<file path="src/rtl/pmtsep_pkg.sv">
// ----------------------------------------------------------------------------
// PMT entry parser package
// Shared widths, stream type codes, track kinds and the result struct.
// ----------------------------------------------------------------------------
package pmtsep_pkg;

  localparam int unsigned BYTE_W  = 8;
  localparam int unsigned LEN_W   = 10;
  localparam int unsigned PID_W   = 13;
  localparam int unsigned SKIP_W  = 12;
  localparam int unsigned KIND_W  = 2;

  // Stream type codes that map to a track kind.
  localparam logic [BYTE_W-1:0] ST_MPEG2_VIDEO = 8'h02;
  localparam logic [BYTE_W-1:0] ST_MPEG1_AUDIO = 8'h03;
  localparam logic [BYTE_W-1:0] ST_MPEG2_AUDIO = 8'h04;
  localparam logic [BYTE_W-1:0] ST_H264_VIDEO  = 8'h1b;
  localparam logic [BYTE_W-1:0] ST_AC3_AUDIO   = 8'h81;

  // Track kinds.
  localparam logic [KIND_W-1:0] KIND_MPEG2_VIDEO = 2'd0;
  localparam logic [KIND_W-1:0] KIND_MPEG_AUDIO  = 2'd1;
  localparam logic [KIND_W-1:0] KIND_H264_VIDEO  = 2'd2;
  localparam logic [KIND_W-1:0] KIND_AC3_AUDIO   = 2'd3;

  typedef struct packed {
    logic              known;
    logic [KIND_W-1:0] kind;
  } kind_lookup_t;

  typedef struct packed {
    logic              hit;
    logic [KIND_W-1:0] kind;
    logic [PID_W-1:0]  pid;
    logic [BYTE_W-1:0] stype;
  } entry_result_t;

  function automatic kind_lookup_t kind_of(input logic [BYTE_W-1:0] stype);
    kind_lookup_t r;
    r.known = 1'b1;
    unique case (stype)
      ST_MPEG2_VIDEO: r.kind = KIND_MPEG2_VIDEO;
      ST_MPEG1_AUDIO: r.kind = KIND_MPEG_AUDIO;
      ST_MPEG2_AUDIO: r.kind = KIND_MPEG_AUDIO;
      ST_H264_VIDEO:  r.kind = KIND_H264_VIDEO;
      ST_AC3_AUDIO:   r.kind = KIND_AC3_AUDIO;
      default: begin
        r.known = 1'b0;
        r.kind  = KIND_MPEG2_VIDEO;
      end
    endcase
    return r;
  endfunction

endpackage

</file>
<file path="src/rtl/pmtsep_core.sv">
// ----------------------------------------------------------------------------
// PMT entry parser core
// Holds the parse state and consumes one payload byte per step, producing
// an entry result on the last byte of each recognized elementary stream entry.
// ----------------------------------------------------------------------------
module pmtsep_core
  import pmtsep_pkg::*;
(
  input  logic              clk,
  input  logic              rst,
  input  logic              step,
  input  logic [BYTE_W-1:0] data_byte,
  input  logic              payload_start,
  input  logic [LEN_W-1:0]  payload_length,
  output entry_result_t     result
);

  typedef enum logic [2:0] {
    PH_IDLE,
    PH_HEADER,
    PH_PROG_SKIP,
    PH_ENTRY,
    PH_ES_SKIP,
    PH_DONE
  } phase_t;

  phase_t             phase, phase_next;
  logic [2:0]         idx, idx_next;
  logic [LEN_W-1:0]   remaining, remaining_next;
  logic [SKIP_W-1:0]  skip, skip_next;
  logic [BYTE_W-1:0]  held_type, held_type_next;
  logic [PID_W-1:0]   held_pid, held_pid_next;

  phase_t             phase_v;
  logic [2:0]         idx_v;
  logic [LEN_W-1:0]   rem_v, rem_dec;
  logic [SKIP_W-1:0]  skip_v, skip_full, skip_dec;
  phase_t             loop_phase;
  kind_lookup_t       lookup;

  always_comb begin
    // A start byte restarts the parse before it is consumed.
    phase_v   = payload_start ? PH_HEADER : phase;
    idx_v     = payload_start ? 3'd0 : idx;
    rem_v     = payload_start ? payload_length : remaining;
    skip_v    = payload_start ? '0 : skip;
    rem_dec   = rem_v - LEN_W'(1);
    skip_full = skip_v | SKIP_W'(data_byte);
    skip_dec  = skip_v - SKIP_W'(1);
    loop_phase = (rem_dec > LEN_W'(4)) ? PH_ENTRY : PH_DONE;
    lookup    = kind_of(held_type);

    phase_next     = phase_v;
    idx_next       = idx_v;
    remaining_next = rem_v;
    skip_next      = skip_v;
    held_type_next = held_type;
    held_pid_next  = held_pid;
    result         = '{hit: 1'b0, kind: lookup.kind, pid: held_pid, stype: held_type};

    if (phase_v != PH_IDLE && phase_v != PH_DONE) begin
      if (rem_v == '0) begin
        phase_next = PH_DONE;
      end else begin
        remaining_next = rem_dec;
        unique case (phase_v)
          PH_HEADER: begin
            if (idx_v == 3'd2) begin
              skip_next = {data_byte[3:0], 8'h00};
              idx_next  = 3'd3;
            end else if (idx_v == 3'd3) begin
              skip_next = skip_full;
              if (skip_full != '0) begin
                phase_next = PH_PROG_SKIP;
              end else begin
                idx_next   = 3'd0;
                phase_next = loop_phase;
              end
            end else begin
              idx_next = idx_v + 3'd1;
            end
          end
          PH_PROG_SKIP, PH_ES_SKIP: begin
            skip_next = skip_dec;
            if (skip_dec == '0) begin
              idx_next   = 3'd0;
              phase_next = loop_phase;
            end
          end
          PH_ENTRY: begin
            if (idx_v == 3'd0) begin
              held_type_next = data_byte;
              idx_next       = 3'd1;
            end else if (idx_v == 3'd1) begin
              held_pid_next = {data_byte[4:0], 8'h00};
              idx_next      = 3'd2;
            end else if (idx_v == 3'd2) begin
              held_pid_next = held_pid | PID_W'(data_byte);
              idx_next      = 3'd3;
            end else if (idx_v == 3'd3) begin
              skip_next = {data_byte[3:0], 8'h00};
              idx_next  = 3'd4;
            end else begin
              skip_next  = skip_full;
              result.hit = lookup.known;
              if (skip_full != '0) begin
                phase_next = PH_ES_SKIP;
              end else begin
                idx_next   = 3'd0;
                phase_next = loop_phase;
              end
            end
          end
          default: phase_next = PH_DONE;
        endcase
      end
    end
  end

  always_ff @(posedge clk) begin
    if (rst) begin
      phase     <= PH_IDLE;
      idx       <= '0;
      remaining <= '0;
      skip      <= '0;
      held_type <= '0;
      held_pid  <= '0;
    end else if (step) begin
      phase     <= phase_next;
      idx       <= idx_next;
      remaining <= remaining_next;
      skip      <= skip_next;
      held_type <= held_type_next;
      held_pid  <= held_pid_next;
    end
  end

endmodule

</file>
<file path="src/rtl/pmt_stream_entry_parser_top.sv">
// A transaction that completes a recognized entry passes through the input register
// and then the result register before its result shows; a stall can hold it between them.
// Throughput: one byte per cycle; the input register and the result register
// are the only two stages and both advance every cycle unless the output stalls.
// Reset: synchronous, active high; clears both stages and the parse state,
// after which the parser ignores bytes until a payload start arrives.
// ----------------------------------------------------------------------------
// PMT stream entry parser, top level
// Parses the elementary stream entries of a PMT section payload, one byte
// per transaction, and reports the track kind, PID and stream type of each
// entry whose stream type is recognized.
// ----------------------------------------------------------------------------
module pmt_stream_entry_parser_top
  import pmtsep_pkg::*;
(
  input  logic              clk,
  input  logic              rst,
  input  logic              in_valid,
  output logic              in_ready,
  input  logic [BYTE_W-1:0] data_byte,
  input  logic              payload_start,
  input  logic [LEN_W-1:0]  payload_length,
  output logic              out_valid,
  input  logic              out_ready,
  output logic [KIND_W-1:0] track_kind,
  output logic [PID_W-1:0]  elementary_pid,
  output logic [BYTE_W-1:0] stream_type_code
);

  // Input register. It holds one accepted byte until the parse step can
  // run, which is whenever the result register is free or being emptied.
  logic              s1_valid;
  logic [BYTE_W-1:0] s1_byte;
  logic              s1_start;
  logic [LEN_W-1:0]  s1_length;

  logic              advance;
  entry_result_t     step_result;

  // The parse step runs when a byte is held and its possible result has
  // somewhere to go. Bytes that produce no result still wait for this, so
  // result order always matches byte order.
  assign advance  = s1_valid && (!out_valid || out_ready);
  assign in_ready = !s1_valid || advance;

  always_ff @(posedge clk) begin
    if (rst) begin
      s1_valid <= 1'b0;
    end else if (in_ready) begin
      s1_valid <= in_valid;
    end
  end

  always_ff @(posedge clk) begin
    if (in_valid && in_ready) begin
      s1_byte   <= data_byte;
      s1_start  <= payload_start;
      s1_length <= payload_length;
    end
  end

  pmtsep_core u_core (
    .clk            (clk),
    .rst            (rst),
    .step           (advance),
    .data_byte      (s1_byte),
    .payload_start  (s1_start),
    .payload_length (s1_length),
    .result         (step_result)
  );

  // Result register. A new result loads when the step produces one;
  // otherwise a taken result simply drains.
  always_ff @(posedge clk) begin
    if (rst) begin
      out_valid <= 1'b0;
    end else if (advance) begin
      out_valid <= step_result.hit;
    end else if (out_ready) begin
      out_valid <= 1'b0;
    end
  end

  always_ff @(posedge clk) begin
    if (advance && step_result.hit) begin
      track_kind       <= step_result.kind;
      elementary_pid   <= step_result.pid;
      stream_type_code <= step_result.stype;
    end
  end

endmodule

</file>
<file path="config.mk">
export PLATFORM = sky130hd
export DESIGN_NAME = pmt_stream_entry_parser_top
export DESIGN_NICKNAME = d
export VERILOG_FILES = /design/src/rtl/pmtsep_pkg.sv /design/src/rtl/pmtsep_core.sv /design/src/rtl/pmt_stream_entry_parser_top.sv
export SDC_FILE = /design/constraint.sdc
export NUM_CORES = 1
export LEC_CHECK = 0
export ABC_AREA = 1
export CORE_ASPECT_RATIO = 0.75
export CORE_MARGIN = 4
export CORE_UTILIZATION = 31
export DETAILED_ROUTE_END_ITERATION = 6
export DONT_BUFFER_PORTS = 1
export REMOVE_ABC_BUFFERS = 1
export SLEW_MARGIN = 20
export SYNTH_ARGS = -nofsm -noshare
export SYNTH_HDL_FRONTEND = slang
export SYNTH_SLANG_ARGS = --single-unit
</file>
<file path="constraint.sdc">
create_clock -name clk -period 6.1 [get_ports clk]
set_clock_uncertainty 0.1 [all_clocks]
set_input_delay 0 -clock clk [delete_from_list [all_inputs] [get_ports clk]]
set_output_delay 0 -clock clk [all_outputs]
set_load 0.005 [all_outputs]
</file>
==> flow_summary_export.csv <==
group,metric,value,unit
synth,avgSynthCellArea,7.56,um2
power_and_ir_drop,power_frac_comb,0.157,
grt,grt_overflow,0,
routing,routedWlPerCell,14.3,um
clock_tree,cts_tree,"built",
final_layout,final_cell_area,6240,um2
power_and_ir_drop,p_sw_frac,0.291,
place,numPortBuffers,0,
floorplanning,core_area,17600,um2
sta,worst_pin_slew,0.940,ns
grt,grt_max_degree,32,
critical_path,worst_path_max_delay_cell,"nor3_4",
sta,holdWs,0.0275,ns
floorplanning,dieHeight,124,um
sta,hold_viol,0,
synth,synthesis.area,5540,um2
clock_tree,post_cts_buffers,0,
power_and_ir_drop,clock_power_share,0.368,
sta,relSlewSlack,0.373,
critical_path,cp.required,6.06,ns
grt,track_usage,0.143,
min_path,holdPathStages,4,
place,place_ws,2.93,ns
final_layout,fill_cells,1831,
synth,ys_async_sr_fraction,0,
final_layout,antenna_cells,0,
sta,period_share,0.516,
power_and_ir_drop,ir_worst_vdd,0.155,mV
sta,tns,0,ns
clock_tree,htreeDepth,3,
critical_path,cp-startpoint,"s1_start",
final_layout,drive_above_1_share,0.134,
critical_path,cp_cell_sequence,"buf_4, nor2_1, inv_1, ha_1, nand2_1, inv_1, nor2_2, nand2_1, nor3_4, buf_8",
clock_tree,clk_latency,0.35,ns
floorplanning,start_util,0.314,
grt,grt_pass1_vias,4236,
synth,ys.flop_type,"dfxtp_1",
routing,drt_iter0_markers,442,
routing,vias,4797,
routing,vias_per_cell,4.82,
synth,synth-seq-area-share,0.412,
grt,antenna_found_initial,0,
clock_tree,numClockSinks,93,
clock_tree,cts_resized,0,
clock_tree,hold_buffers,22,
power_and_ir_drop,p_leak,2.61,nW
floorplanning,rows,42,
routing,postRouteAntennaNets,0,
synth,ys_types,48,
place,dp_hpwl,10300,um
sta,slew_violations,0,
place,placed_area,5740,um2
clock_tree,clk_path_buf_depth,2,
final_layout,layout_commonest_cell,"nand2_1",
grt,grt_pass1_wl,22600,um
floorplanning,die_w,162,um
final_layout,layout_common_cells,"nand2_1, inv_1, a21oi_1",
power_and_ir_drop,p_int,1.01,mW
clock_tree,clk_pin_slew_worst_paths,0.07,ns
power_and_ir_drop,seq_power_share,0.476,
critical_path,r2r_slack,2.95,ns
run,max_cap_viol_count,0,
floorplanning,die_area,20100,um2
critical_path,r2r_end,"elementary_pid[2]",
routing,first_pass_iters,5,
min_path,min_to,"u_core.skip[8]",
final_layout,fin_nets,781,
power_and_ir_drop,switchingPower,416,uW
critical_path,start_kind,"register",
min_path,min_from,"out_ready",
critical_path,endpoint_kind,"register",
critical_path,crit_arrival,3.11,ns
critical_path,path_max_fanout,27,
synth,synth_seq_cells,93,
synth,yosysWarnings,0,
critical_path,max_stage_delay,0.59,ns
critical_path,crit_type,"reg -> reg",
critical_path,r2r_cells,10,
min_path,hold_class,"in -> reg",
sta,setup_viol,0,
routing,drc,0,
critical_path,rr_startpoint,"s1_start",
sta,rsz0062_at_grt,"no",
final_layout,syn2layout_area_growth,12.7,%
clock_tree,numCtsBuffers,9,
outcome,status,"finished clean",
sta,worst_slack,2.95,ns
power_and_ir_drop,p_per_area,229,nW/um2
routing,routed_wl,14200,um
synth,synthCells,732,
floorplanning,ioPinCount,48,
sta,fin_crit,3.15,ns
place,place_congestion,0.934,
synth,synth-edff-count,42,
clock_tree,cts-root-buf,"clkbuf_16",
sta,clock.fmax,0.318,GHz
-- per-layer routing --
metal	vias up	track usage	share of wire
met5	-	0	0
met4	0	0.0481	0.016
met3	16	0.0284	0.071
met2	155	0.197	0.40
met1	2184	0.219	0.52
li1	2442	-	-
-- critical path, delay by kind of cell, from the launching register on --
kind	cells	cell delay (ns)
adders and majority gates	1	0.25
and+or+nand+nor	5	1.31
buffers and inverters	4	0.81
DFF	1	0.36
-- cell type report --
| type | count | area (um2) | area share |
|---|---|---|---|
| Clock buffer | 10 | 229 | 0.0367 |
| Inverter | 109 | 415 | 0.0666 |
| Multi-Input combinational cell | 510 | 2710 | 0.434 |
| Clock inverter | 6 | 47.5 | 0.00762 |
| Sequential cell | 93 | 2280 | 0.366 |
| Timing Repair Buffer | 26 | 258 | 0.0413 |
| Tap cell | 242 | 303 | 0.0485 |
-- synthesized netlist by cell type (4+ instances only) --
library cell  number  area share
nor2_1            46       0.031
nor2_2            14       0.016
nand2_1          185        0.13
nand2_2           18       0.020
nor2_4             9       0.018
a221oi_1           4      0.0063
nand4_1            5      0.0056
a21oi_1           55       0.050
nand2_4           13       0.026
o211ai_1           6      0.0081
ha_1               9       0.020
edfxtp_1          42        0.23
nor3_2             4      0.0072
o21ai_1           17       0.015
buf_6              5       0.010
dfxtp_1           51        0.18
inv_1             95       0.064
o21ai_0           38       0.034
clkbuf_1           8      0.0054
a31oi_1            7      0.0079
inv_2             10      0.0068
nand3_1           45       0.041
nor3_1             5      0.0045
-- power by group through the flow --
stage               Sequential (mW)  Clock [mW]  Combinational (mW)
floorplan                     0.691           0               0.157
global placement              0.694           0               0.208
detailed placement            0.694           0               0.207
CTS                           0.680       0.543               0.221
global route                  0.682       0.563               0.249
finish                        0.680       0.526               0.224
-- kinds of logic after synthesis --
| kind of cell | count (synthesis) | synth area share |
|---|---|---|
| buffers and inverters | 129 | 0.101 |
| and+or+nand+nor | 354 | 0.314 |
| AOI/OAI and AO/OA | 144 | 0.148 |
| xor gates and xnor gates | 3 | 0.00475 |
| DFF | 93 | 0.412 |
| adders and majority gates | 9 | 0.0203 |
-- worst max path at each step --
stage | cells after the start | end | slack [ns]
finish | 10 | elementary_pid[2] | 2.95
global route | 10 | elementary_pid[4] | 2.63
floorplan | 9 | elementary_pid[0] | 2.70
CTS | 10 | elementary_pid[0] | 2.93
global placement | 9 | elementary_pid[11] | 2.81
detailed placement | 10 | elementary_pid[11] | 2.93
-- state kept, by name (all words and copies together) (netlist names), 3 cells and up --
register,flops
u_core.remaining,10
elementary_pid,13
u_core.idx,3
u_core.held_pid,13
stream_type_code,8
s1_length,10
u_core.phase,3
u_core.held_type,8
u_core.skip,12
s1_byte,8
-- per-stage QoR --
step           instances  utilization  power [mW]
3_3_place_gp         957        0.325       0.902
3_5_place_dp         958        0.326       0.901
5_1_grt              996        0.354        1.49
6_report             996        0.354        1.43
4_1_cts              996        0.354        1.44
2_1_floorplan        712            -       0.848
(Power assumes the default switching activity.)
